$ cat config.mk
export PLATFORM = sky130hd
export DESIGN_NAME = topic_wildcard_matcher_unit
export DESIGN_NICKNAME = d
export VERILOG_FILES = /design/src/twm_pkg.sv /design/src/topic_wildcard_matcher_unit.sv
export VERILOG_INCLUDE_DIRS = /design/src /design/src/src
export SDC_FILE = /design/constraint.sdc
export NUM_CORES = 1
export LEC_CHECK = 0
export BUFFER_PORTS_ARGS = -buffer_cell sky130_fd_sc_hd__buf_2
export CAP_MARGIN = 20
export CORE_UTILIZATION = 51
export CTS_BUF_LIST = sky130_fd_sc_hd__clkbuf_4 sky130_fd_sc_hd__clkbuf_8 sky130_fd_sc_hd__clkbuf_16
export CTS_CLUSTER_DIAMETER = 40
export DETAILED_ROUTE_END_ITERATION = 10
export PLACE_DENSITY = 0.7
export SKIP_LAST_GASP = 1
export SLEW_MARGIN = 20
export SYNTH_ARGS = -nofsm -noshare
export SYNTH_HDL_FRONTEND = slang
export SYNTH_SLANG_ARGS = --single-unit
export TNS_END_PERCENT = 5
$ cat constraint.sdc
create_clock -name clk -period 9 [get_ports clk]
set_input_delay 1.8 -clock clk [delete_from_list [all_inputs] [get_ports clk]]
set_output_delay 1.8 -clock clk [all_outputs]
set_load 0.01 [all_outputs]
$ cat src/topic_wildcard_matcher_unit_macros.svh
// Assertion macros for the topic wildcard matcher.
// Expects a clock named clk and an active-high reset named rst in scope.
`ifndef TOPIC_WILDCARD_MATCHER_UNIT_MACROS_SVH
`define TOPIC_WILDCARD_MATCHER_UNIT_MACROS_SVH

// same-cycle implication
`define TWM_ASSERT_NOW(lbl, ante, cons, msg) \
  lbl: assert property (@(posedge clk) disable iff (rst) (ante) |-> (cons)) else $error(msg);

// next-cycle implication
`define TWM_ASSERT_NEXT(lbl, ante, cons, msg) \
  lbl: assert property (@(posedge clk) disable iff (rst) (ante) |=> (cons)) else $error(msg);

`endif

$ cat src/twm_pkg.sv
// Shared constants and types for the topic wildcard matcher.
// No dependencies.
package twm_pkg;

  localparam int MAX_TOPIC_LEN_DEF = 64;

  localparam logic [7:0] CH_SLASH = 8'h2F;
  localparam logic [7:0] CH_PLUS  = 8'h2B;
  localparam logic [7:0] CH_STAR  = 8'h2A;

  localparam logic MODE_TOPIC   = 1'b0;
  localparam logic MODE_PATTERN = 1'b1;

  typedef struct packed {
    logic miss;
    logic star;
    logic plus;
  } seg_kind_t;

endpackage

$ cat src/topic_wildcard_matcher_unit.sv
// Topic wildcard matcher: topic store, segment-end store and pattern matcher.
// Depends on twm_pkg and topic_wildcard_matcher_unit_macros.svh.
//
//  channel | dir | handshake          | payload
//  s_*     | in  | s_tvalid/s_tready  | tdata: char_code; tlast: last_byte;
//          |     |                    | tuser: mode, empty_req
//  m_*     | out | m_tvalid/m_tready  | tdata: matched, too_long, zero fill
//
// One word per cycle on the slave side while s_tready is high; each pattern
// word does a single compare-and-advance against the character and segment-end
// memories, whose registered reads are addressed from the next state.
// Results appear in the cycle after the final pattern word is accepted.
// Reset is synchronous; the stores need no clearing pass.
// s_tready drops only while a result waits and m_tready is low.
`include "topic_wildcard_matcher_unit_macros.svh"

module topic_wildcard_matcher_unit #(
  parameter int MAX_TOPIC_LEN = twm_pkg::MAX_TOPIC_LEN_DEF
) (
  input  logic       clk,
  input  logic       rst,
  input  logic       s_tvalid,
  output logic       s_tready,
  input  logic [7:0] s_tdata,   // [7:0] char_code
  input  logic       s_tlast,
  input  logic [1:0] s_tuser,   // [0] mode, [1] empty_req
  output logic       m_tvalid,
  input  logic       m_tready,
  output logic [7:0] m_tdata    // [0] matched, [1] too_long, [7:2] zero
);
  import twm_pkg::*;

  localparam int AW = $clog2(MAX_TOPIC_LEN);
  localparam int CW = $clog2(MAX_TOPIC_LEN + 2);
  localparam logic [CW-1:0] MAX_C = CW'(MAX_TOPIC_LEN);
  localparam logic [CW-1:0] ONE_C = CW'(1);

  logic [7:0]    char_mem [MAX_TOPIC_LEN];
  logic [AW-1:0] seg_mem  [MAX_TOPIC_LEN];

  logic [CW-1:0] topic_length, topic_length_next;
  logic [CW-1:0] topic_slashes, topic_slashes_next;
  logic          topic_overflow, topic_overflow_next;
  logic          topic_open, topic_open_next;
  logic [CW-1:0] topic_position, topic_position_next;
  logic [CW-1:0] pat_seg, pat_seg_next;
  logic          match_so_far, match_so_far_next;
  seg_kind_t     kind, kind_next;
  logic [1:0]    seg_len, seg_len_next;
  logic          out_valid, out_valid_next;
  logic          matched, matched_next;
  logic          too_long, too_long_next;

  logic [7:0]    char_rd;
  logic [AW-1:0] seg_rd0, seg_rd1;

  logic          in_acc, mode, empty;
  logic [7:0]    ch;
  logic          cw_en, sw_en;
  logic [AW-1:0] cw_addr, sw_addr, sw_data;
  logic [CW-1:0] len_eff, sl_eff;
  logic [AW-1:0] rd_pos, rd_seg0, rd_seg1;
  logic [CW-1:0] seg_next_p1;

  logic [CW-1:0] seg_end_cur, seg_end_nxt, pat_seg_p1;
  logic          in_range, seg_ok_cur, adv;
  logic [CW-1:0] a_pos, a_seg, a_seg_end;
  logic          a_match, a_ok, a_star;
  seg_kind_t     a_kind;
  logic [1:0]    a_len;
  logic          result;

  assign in_acc   = s_tvalid && s_tready;
  assign s_tready = !out_valid || m_tready;
  assign mode     = s_tuser[0];
  assign empty    = s_tuser[1];
  assign ch       = s_tdata;
  assign m_tvalid = out_valid;
  assign m_tdata  = {6'b0, too_long, matched};

  // Segment bounds for the current and following pattern segment
  assign pat_seg_p1  = pat_seg + ONE_C;
  assign in_range    = pat_seg <= topic_slashes;
  assign seg_end_cur = (pat_seg < topic_slashes) ? CW'(seg_rd0) : topic_length;
  assign seg_end_nxt = (pat_seg_p1 < topic_slashes) ? CW'(seg_rd1) : topic_length;
  assign seg_ok_cur  = in_range && ((kind.plus && seg_len == 2'd1) ||
                       (!kind.miss && topic_position == seg_end_cur));
  assign adv = in_range && (topic_position < seg_end_cur) && (topic_position < MAX_C) &&
               (char_rd == ch);

  // Pattern state after this word's character, if any
  always_comb begin
    a_pos     = topic_position;
    a_seg     = pat_seg;
    a_seg_end = seg_end_cur;
    a_match   = match_so_far;
    a_kind    = kind;
    a_len     = seg_len;
    if (!empty) begin
      if (ch == CH_SLASH) begin
        a_match = match_so_far && seg_ok_cur;
        if (in_range) begin
          a_pos     = seg_end_cur + ONE_C;
          a_seg     = pat_seg_p1;
          a_seg_end = seg_end_nxt;
        end
        a_kind = '0;
        a_len  = 2'd0;
      end else begin
        if (seg_len == 2'd0) begin
          a_kind.plus = kind.plus | (ch == CH_PLUS);
          a_kind.star = kind.star | (ch == CH_STAR);
        end
        a_kind.miss = kind.miss | !adv;
        if (adv) a_pos = topic_position + ONE_C;
        a_len = (seg_len == 2'd2) ? 2'd2 : seg_len + 2'd1;
      end
    end
    a_ok   = (a_seg <= topic_slashes) && ((a_kind.plus && a_len == 2'd1) ||
             (!a_kind.miss && a_pos == a_seg_end));
    a_star = a_kind.star && a_len == 2'd1;
    if (topic_overflow)
      result = 1'b0;
    else if (a_star)
      result = a_match;
    else
      result = a_match && (a_seg == topic_slashes) && a_ok;
  end

  always_comb begin
    topic_length_next   = topic_length;
    topic_slashes_next  = topic_slashes;
    topic_overflow_next = topic_overflow;
    topic_open_next     = topic_open;
    topic_position_next = topic_position;
    pat_seg_next        = pat_seg;
    match_so_far_next   = match_so_far;
    kind_next           = kind;
    seg_len_next        = seg_len;
    matched_next        = matched;
    too_long_next       = too_long;
    out_valid_next      = out_valid && !m_tready;
    len_eff             = topic_open ? topic_length : '0;
    sl_eff              = topic_open ? topic_slashes : '0;
    cw_en               = 1'b0;
    sw_en               = 1'b0;
    cw_addr             = len_eff[AW-1:0];
    sw_addr             = sl_eff[AW-1:0];
    sw_data             = len_eff[AW-1:0];
    if (in_acc) begin
      if (mode == MODE_TOPIC) begin
        topic_position_next = '0;
        pat_seg_next        = '0;
        match_so_far_next   = 1'b1;
        kind_next           = '0;
        seg_len_next        = 2'd0;
        topic_open_next     = !empty && !s_tlast;
        topic_length_next   = len_eff;
        topic_slashes_next  = sl_eff;
        if (!topic_open) topic_overflow_next = 1'b0;
        if (!empty) begin
          if (len_eff < MAX_C) begin
            cw_en             = 1'b1;
            topic_length_next = len_eff + ONE_C;
            if (ch == CH_SLASH) begin
              sw_en              = 1'b1;
              topic_slashes_next = sl_eff + ONE_C;
            end
          end else begin
            topic_overflow_next = 1'b1;
          end
        end
      end else begin
        topic_open_next = 1'b0;
        if (empty || s_tlast) begin
          topic_position_next = '0;
          pat_seg_next        = '0;
          match_so_far_next   = 1'b1;
          kind_next           = '0;
          seg_len_next        = 2'd0;
          out_valid_next      = 1'b1;
          matched_next        = result;
          too_long_next       = topic_overflow;
        end else begin
          topic_position_next = a_pos;
          pat_seg_next        = a_seg;
          match_so_far_next   = a_match;
          kind_next           = a_kind;
          seg_len_next        = a_len;
        end
      end
    end
  end

  // Read addresses follow the next state so data lines up with the next word
  assign seg_next_p1 = pat_seg_next + ONE_C;
  assign rd_pos      = topic_position_next[AW-1:0];
  assign rd_seg0     = pat_seg_next[AW-1:0];
  assign rd_seg1     = seg_next_p1[AW-1:0];

  always_ff @(posedge clk) begin
    if (cw_en) char_mem[cw_addr] <= ch;
    char_rd <= (cw_en && cw_addr == rd_pos) ? ch : char_mem[rd_pos];
  end

  always_ff @(posedge clk) begin
    if (sw_en) seg_mem[sw_addr] <= sw_data;
    seg_rd0 <= (sw_en && sw_addr == rd_seg0) ? sw_data : seg_mem[rd_seg0];
    seg_rd1 <= (sw_en && sw_addr == rd_seg1) ? sw_data : seg_mem[rd_seg1];
  end

  always_ff @(posedge clk) begin
    if (rst) begin
      topic_length   <= '0;
      topic_slashes  <= '0;
      topic_overflow <= 1'b0;
      topic_open     <= 1'b0;
      topic_position <= '0;
      pat_seg        <= '0;
      match_so_far   <= 1'b1;
      kind           <= '0;
      seg_len        <= 2'd0;
      out_valid      <= 1'b0;
    end else begin
      topic_length   <= topic_length_next;
      topic_slashes  <= topic_slashes_next;
      topic_overflow <= topic_overflow_next;
      topic_open     <= topic_open_next;
      topic_position <= topic_position_next;
      pat_seg        <= pat_seg_next;
      match_so_far   <= match_so_far_next;
      kind           <= kind_next;
      seg_len        <= seg_len_next;
      out_valid      <= out_valid_next;
    end
  end

  always_ff @(posedge clk) begin
    matched  <= matched_next;
    too_long <= too_long_next;
  end

  `TWM_ASSERT_NOW(a_overflow_never_matches, out_valid && too_long, !matched, "overflowed topic matched")
  `TWM_ASSERT_NOW(a_overflow_full, topic_overflow, topic_length == MAX_C, "overflow below full length")
  `TWM_ASSERT_NOW(a_slashes_bounded, 1'b1, topic_slashes <= topic_length, "more slashes than bytes")
  `TWM_ASSERT_NEXT(a_topic_clears_pattern, in_acc && mode == MODE_TOPIC, topic_position == '0 && pat_seg == '0 && match_so_far, "pattern state not cleared")

endmodule

# == Word level (Yosys, flattened, before mapping) ==
# Memories as Yosys holds them, arrays and structs flattened. A register that Yosys moved wholly into a read port is not among the register bits.
# Index checks and enable logic that the tools add are counted.
# W data, S select, Z words.
# word_totals
wordCells,135
mem_count,2
regBits,39
ram_bits,896
output_inout_bits,10
inputBits,15
# classes
order_cmp,7
n_bitwise,4
add_sub_neg,7
reduce_logical,30
mux,60
eq_ne,10
# memory_table
name,depth,width,read_ports,rd_clocked_by_memory_dff,wr,line,text
char_mem,64,8,1,1,1,topic_wildcard_matcher_unit.sv:38,logic [7:0] char_mem [MAX_TOPIC_LEN];
seg_mem,64,6,2,2,1,topic_wildcard_matcher_unit.sv:39,logic [AW-1:0] seg_mem [MAX_TOPIC_LEN];
# ops
op,n
$mux W7,24
$add A7 B1 Y7 const B,5
$mux W1,25
$eq A8 B6 Y1 const B,3
$eq A7 B7 Y1,3
$lt A7 B7 Y1,3
$logic_and A1 B1 Y1,16
$le A7 B7 Y1,2
$lt A7 B7 Y1 const B,2
$mux W2,6
$mux W3,4
$eq A8 B8 Y1,1
$logic_not A1 Y1,7
$add A6 B1 Y6 const B,1
$mux W6,1
$eq A2 B1 Y1 const B,2
$logic_or A1 B1 Y1,4
$or A1 B1 Y1,3
$reduce_and A3 Y1,1
$add A2 B1 Y2 const B,1
$eq A2 B2 Y1 const B,1
$logic_not A2 Y1,1
$reduce_and A2 Y1,1
$not A1 Y1,1

# == Logic depth before layout (Yosys ltp) ==
# Gate-level depths: netlist of the first run.
# depth
depth_word,16
mapped_depth,24
ltp_nobuf,21

# == Least setup slack after synthesis of the first run ==
# No wires, ideal clock.
# synth_path
kind,input -> register
from,in s_tdata[4]
to,reg matched (data pin)
path_slack_ns,3.243
t_required_ns,8.835
stages,18
arrival_time_ns,5.593
path_buffers,1
path_cell_list,nor4b_1 nand3_1 nor2_1 nand2_1 a21oi_1 clkbuf_1 nand2_1 xor2_1 inv_1 ha_1 and4_1 nand4_1 a2111o_1 a2111o_1 a21o_1 a2111oi_2 nand4_1 o31ai_2
# synth_between
elab_chain_len,12
# synth_lines
element,line,text
start: declaration,topic_wildcard_matcher_unit.sv:24,"input logic [7:0] s_tdata,"
branches (longest 11 deep; another with $le A7 B7 Y1),--,
$mux W1 *,topic_wildcard_matcher_unit.sv:124,else if (a_star)
end signal: assignment,topic_wildcard_matcher_unit.sv:239,matched <= matched_next;
end: declaration,topic_wildcard_matcher_unit.sv:51,"logic matched, matched_next;"
# Every way passes the cells marked *.
# A chain may end at the register's enable or synchronous reset.

# == Worst setup path after layout of the first run ==
# layout_path
from,in s_tdata[1]
to,reg matched (data pin)
# Same word-level chain as after synthesis.

==> metrics.md, run 1 <==
| Metric | Value |
|---|---|
| Clock transition at path regs | 0.06 ns |
| Setup Buffers After CTS | 0 |
| Pwr dens | 203 nW/um^2 |
| Number of synthesized flops with an enable pin | 898 |
| CTS tree | done |
| Hold path cells | 2 |
| # fillers | 6210 |
| Crit end category | register |
| # setup viols final | 0 |
| Share of the synthesized area in the top cell type | 62.5% |
| Fmax | 155 MHz |
| Maximum fanout along the worst path | 67 |
| Total gr overflow | 0 |
| Clk_skew | 0.0636 ns |
| Core area | 83700 sq um |
| Top Ports | 25 |
| Leakage power figure | 0.0156 uW |
| Final hold viol count | 0 |
| Critical path required time | 9.51 ns |
| Pre-CTS WS | 1.95 ns |
| Worst-skew pair later-pin latency | 0.71 ns |
| H-tree levels | 3 |
| Die W | 293 um |
| Initial DRC count | 3168 |
| Slew headroom | 26.1% |
| Routed Antenna Nets | 0 |
| HP Class | reg2reg |
| Hold WS | 0.486 ns |
| Worst-Margin Slew | 1.10 ns |
| Top_reg_cell synth | edfxtp_1 |
| Hpwl dp | 76.5 mm |
| Die area | 85700 sq um |
| Status | finished clean |
| Startpoint Class | primary input |
| Area of the multi-input gates | 14000 sq um |
| Vias | 25228 |
| Layout cell share with drive strength beyond 1 | 22.2% |
| MaxCap Viol Count | 0 |
| CP Cell Sequence | buf_2 > buf_4 > nand3_1 > nor2_1 > nand2_1 > a21oi_1 > nand2_1 > xor2_1 > inv_1 > ha_1 > and4_1 > nand4_1 > a2111o_1 > a2111o_1 > a21o_1 > a2111oi_2 > nand4_1 > o31ai_2 |
| Clock share of power | 49.6% |
| Worst Reg-to-Reg Cells | 20 |
| RSZ-0062 raised after global routing | false |
| Asr flop ratio synth | 0% |
| GRT Total Usage | 27.8% |
| Num CTS Buffers | 117 |
| Critical path class | in2reg |
| Post-synth top area cell | edfxtp_1 |
| Pin count of the biggest net entering global routing | 70 |
| Yosys reg bits | 953 |
| Final WS setup | 2.56 ns |
| Switch Pwr | 2030 uW |
| WL per Instance | 31.1 um |
| DRC viols | 0 |
| Root Buffer | clkbuf_16 |
| Post-layout minimum cycle time | 6.44 ns |
| Sequential cell area fraction in the yosys report | 65.1% |
| IO buf count | 18 |
| Fin. max-slew vios | 0 |
| Int Pwr | 7730 uW |
| Die Y-Extent | 293 um |
| Synth cell types | 93 |
| Sink Count | 953 |
| First-pass GRT wire length | 173 mm |
| Setup tns final | 0 ns |
| Final Cycle Share | 71.5% |
| Slowest CP cell | nor2_1 |
| Flop pwr share | 49.3% |
| Antenna Cells | 0 |
| Cell count after synthesis | 2560 |
| Placed insts | 3595 |
| Final Util | 57.6% |
| Initial antenna violation count | 1 |
| Post-CTS sizing | 0 |
| Total Wirelength | 119 mm |
| Warnings from Yosys | 0 |
| VDD IR max | 0.000200 V |
| Synth-to-Final Area Change | 11.8% |
| Switching share of total power | 20.8% |
| Vias in the first global route | 24947 |
| Nets | 2632 |
| Area occupied by registers | 28100 sq um |
| Combinational Power Share | 1.0% |
| Largest stage delay, worst path | 0.67 ns |
| # hold bufs at CTS | 0 |
| DRT Pass-1 Iters | 6 |
| Synth area leaders | edfxtp_1, mux4_2, mux2i_1, dfxtp_1, nor2_1 |
| Via density | 6.62 |
| Arrival @ worst endpoint | 6.95 ns |
| Initial Utilization | 51.5% |
| Mapped Avg Cell Area | 16.8 sq um |
| Final cell count without fillers | 3811 |
| Clock tree buffer depth | 3 |
| Synth Cell Area | 43100 sq um |
| GP Congestion | 0.988 |
| # rows | 106 |
==> cell usage after synthesis, types with 7 or more instances <==
master	instances
and3_1	18
o21ai_0	40
a31oi_1	14
and2_1	10
nor2b_1	39
edfxtp_1	898
a21oi_1	56
nand4_1	29
nor3_1	24
o22ai_1	15
o211ai_1	9
a22oi_1	55
ha_1	36
mux2_2	17
mux4_1	19
buf_4	31
dfxtp_1	55
nand2_1	107
nand3b_1	9
mux4_2	269
nor2_1	205
a211oi_1	14
xnor2_1	12
or3_1	11
o21a_1	7
buf_1	10
buf_6	12
o31ai_1	8
nand2b_1	25
clkbuf_1	66
mux2i_1	157
inv_1	40
buf_2	40
nand3_1	51
xor2_1	16
nor4_1	8
==> final timing paths <==
check        slack, ns      end        from
max               2.56  matched  s_tdata[1]
min               0.49  kind[1]     kind[1]
max reg2reg       2.71  matched    register
min reg2reg       0.49  kind[1]     kind[1]
==> cell usage in the layout (no fill, tap or decap), types with 39 or more instances in the layout <==
master	count
a21oi_1	56
mux4_2	269
dfxtp_1	45
nand3_1	51
a22oi_1	55
mux2i_1	157
o21ai_0	40
nor2_1	205
buf_4	41
nor2b_1	39
clkbuf_16	119
nand2_1	107
edfxtp_1	898
==> through the flow <==
step	instance area [sq um]	total power, uW
detailed placement	44100	5010
finish	48200	9770
global placement	44100	5010
floorplan	43100	4950
global route	48200	9980
CTS	48200	9800
==> cell type report <==
cell class | instances | area share [%]
clock buffer | 135 | 6.44
clock inverter | 80 | 2.09
inverter | 43 | 0.345
multi-input combinational | 1404 | 29.0
sequential | 953 | 58.3
tap | 1134 | 2.94
timing repair buffer | 62 | 0.924
==> worst max-delay path: cells and delay by family <==
kind / cells / cell delay [ns]
AO/OA/AOI/OAI: 6 / 1.93
XOR/XNOR: 1 / 0.23
adder cells (fa/ha/maj): 1 / 0.26
buffers and inverters: 3 / 0.67
AND/OR/NAND/NOR: 7 / 2.03
==> cell families (layout without fill, tap and decap cells) <==
group,count (synthesis),count (layout),synth area share [%]
AOI/OAI and AO/OA,299,299,4.90
and+or+nand+nor,573,573,6.52
adders and majority gates,36,36,1.04
DFF,953,953,65.1
muxes,462,462,19.3
buffers and inverters,208,320,2.59
xor gates and xnor gates,28,28,0.569
other,1,6,0.00870
==> power by group through the flow <==
stage               Clock, uW  Sequential, uW  Combinational, uW
floorplan                   0            4910               39.0
global placement            0            4910               95.8
detailed placement          0            4910                100
CTS                      4890            4820                101
global route             5060            4820                108
finish                   4850            4820                102
==> flip-flops by register name (all words and copies together) (netlist names), named ones only <==
signal and count:
kind 3, pat_seg 7, m_tvalid 1, topic_position 7, seg_mem 384, seg_len 2, char_mem 512, topic_length 7
topic_overflow 1, too_long 1, topic_slashes 7, matched 1, topic_open 1, match_so_far 1
==> layer usage <==
metal  global-route usage (%)  vias to the layer above  wire, um
met3                     4.23                      286     10700
li1                         -                    10443         -
met2                     45.0                     1469     57600
met5                        0                        -         0
met4                     12.5                        0      5650
met1                     37.6                    13030     44700
(Power assumes the default switching activity.)
==> run 2, diff against run 1 <==
PLACE_DENSITY = 0.73   (was 0.7)
clock period = 5.65 ns   (was 9 ns; I/O delays follow)
==> run 2 against run 1 <==
Total power rose by 62%. Critical path depth rose by 3. Design area rose by 1.8%. Non-clock buffer count rose by 87. Utilization rose by 1.0 points. Sequential power rose by 59%. Sequential cell count did not move. Critical path type is now reg2reg. Largest cell class unchanged.
==> metrics.md, run 2 (synthesized netlist as in run 1, its figures left out) <==
| Metric | Value |
|---|---|
| Startpoint Class | register |
| Cell Area, Placed | 44800 sq um (+1.5%) |
| Sink Count | 953 (unchanged) |
| Arrival @ worst endpoint | 5.98 ns (-0.97 ns) |
| # rows | 106 (unchanged) |
| Status | finished clean |
| GP Congestion | 0.969 (-2.0%) |
| Initial Utilization | 51.5% (unchanged) |
| Die W | 293 um (unchanged) |
| VDD IR max | 0.000282 V (+41%) |
| Fmax | 184 MHz |
| Vias in the first global route | 25750 (+3.2%) |
| Worst hold start | kind[1] |
| H-tree levels | 3 (unchanged) |
| Initial DRC count | 3256 (+2.8%) |
| Die Y-Extent | 293 um (unchanged) |
| Met2 GRT Util | 45.5% (+0.52 points) |
| Root Buffer | clkbuf_16 |
| Final Cycle Share | 96.4% |
| GRT Total Usage | 27.8% (about the same) |
| Crit end category | register |
| DRC viols | 0 (unchanged) |
| Met3 GRT Util | 5.16% (+0.93 points) |
| Post-layout minimum cycle time | 5.45 ns |
| Critical path class | reg2reg |
| First-pass GRT wire length | 173 mm (about the same) |
| Nets | 2720 (+3.3%) |
| Largest regs | char_mem: 512 flops, seg_mem: 384 flops |
| IO buf count | 18 (unchanged) |
| Die area | 85700 sq um (unchanged) |
| Largest register FFs | 512 (unchanged) |
| Clock tree buffer depth | 3 (unchanged) |
| Leakage power figure | 0.0161 uW (+3.4%) |
| Maximum fanout along the worst path | 17 (-75%) |
| Worst-skew pair later-pin latency | 0.72 ns (about the same) |
| Tot Pwr | 15800 uW (+62%) |
| Routed Antenna Nets | 0 (unchanged) |
| Final hold viol count | 0 (unchanged) |
| Clock transition at path regs | 0.06 ns (about the same) |
| Total gr overflow | 0 (unchanged) |
| HP Class | reg2reg |
| Clk_skew | 0.0242 ns (-0.0394 ns) |
| Most common cell after layout, fill and taps aside | edfxtp_1 |
| Synth-to-Final Area Change | 13.8% |
| WL per Instance | 30.4 um (-2.5%) |
| Total Wirelength | 119 mm (about the same) |
| Core area | 83700 sq um (unchanged) |
| Num CTS Buffers | 118 (+0.85%) |
| Antenna Cells | 0 (unchanged) |
| # hold bufs at CTS | 0 (unchanged) |
| Design area | 49100 sq um (+1.8%) |
| Initial antenna violation count | 3 (+2) |
| Layout cell share with drive strength beyond 1 | 24.8% (+2.6 points) |
| Most frequent cells in the layout | edfxtp_1, mux4_2, nor2_1, mux2i_1, buf_4 |
| Pwr dens | 322 nW/um^2 (+59%) |
| Fin. max-slew vios | 0 (unchanged) |
| Via density | 6.62 (about the same) |
| Pin count of the biggest net entering global routing | 69 (-1.4%) |
| Vias | 25850 (+2.5%) |
| Critical path required time | 6.18 ns (-3.33 ns) |
| CTS tree | done |
| DRT Pass-1 Iters | 6 (unchanged) |
| Global Route met1 Usage | 35.5% (-2.1 points) |
| Setup tns final | 0 ns (unchanged) |
| MaxCap Viol Count | 0 (unchanged) |
| Global routing's busiest layer | met2 |
| Largest reg by FF count | char_mem |
| Hpwl dp | 79.1 mm (+3.3%) |
| RSZ-0062 raised after global routing | false |
| Top Ports | 25 (unchanged) |
| Worst-Margin Slew | 1.05 ns (-0.0567 ns) |
| # setup viols final | 0 (unchanged) |
| Slew headroom | 29.9% (+3.8 points) |
==> run 2: changes by cell type in the layout (fill, tap and decap cells not counted), sizes merged <==
cell      before  now
clkinv        41   42
inv           56   55
clkinvlp      13   14
clkbuf       136  135
bufinv        13   18
buf           61  149
==> run 2: repair_timing <==
action	CTS	global route
resized for setup	0	1
setup buffers	0	10
setup endpoints to repair	0	1
==> run 2: final cells by class <==
type                       instances  area, sq um
multi-input combinational       1404        14000
inverter                          43          165
timing repair buffer             149         1190
fill                            6028        34600
clock inverter                    86         1120
tap                             1134         1420
sequential                       953        28100
clock buffer                     135         3110
==> run 2: power by group <==
| part | internal, uW | switching [uW] | total [uW] |
|---|---|---|---|
| clock | 4840 | 3110 | 7950 |
| combinational | 34.7 | 129 | 163 |
| sequential | 7670 | 3.75 | 7670 |
==> run 2: routing by layer <==
metal | part of all wire, % | vias to the layer above
li1 | - | 10632
met1 | 36 | 13201
met2 | 49 | 1644
met3 | 9.2 | 371
met4 | 5.9 | 2
met5 | 0.013 | -
==> run 2: stage by stage <==
| stage | cells | hold slack [ns] | utilization [%] | setup WS, ns |
|---|---|---|---|---|
| 6_report | 3904 | 0.490 | 58.6 | 0.203 |
| 5_1_grt | 3904 | 0.508 | 58.6 | 0.0250 |
| 4_1_cts | 3894 | 0.488 | 58.5 | 0.308 |
| 3_5_place_dp | 3673 | 0.480 | 53.5 | -0.276 |
| 3_3_place_gp | 3673 | 0.463 | 53.5 | -0.258 |
| 2_1_floorplan | 2565 | 0.446 | - | 0.563 |
==> run 2: worst max-delay path, stage by stage (launching register included) <==
cell and delay [ns]:
dfxtp_2 0.67, buf_4 0.28, buf_4 0.25, mux4_2 0.32, nor2b_1 0.17, a211oi_1 0.49
a31oi_1 0.13, o2111ai_1 0.28, nand2_1 0.23, inv_1 0.11, ha_1 0.12, nand3_1 0.07
nor3_1 0.31, a21oi_1 0.09, a21oi_1 0.14, o21ai_0 0.13, a2111o_1 0.40, a2111o_1 0.29
a21o_1 0.17, a2111oi_2 0.24, nand4_1 0.16, o31ai_2 0.21
==> run 2: worst paths after layout <==
| check | end | slack (ns) | cells past startpoint |
|---|---|---|---|
| max | matched | 0.20 | 21 |
| min | kind[1] | 0.49 | 2 |
| max reg2reg | matched | 0.20 | 21 |
| min reg2reg | kind[1] | 0.49 | 2 |
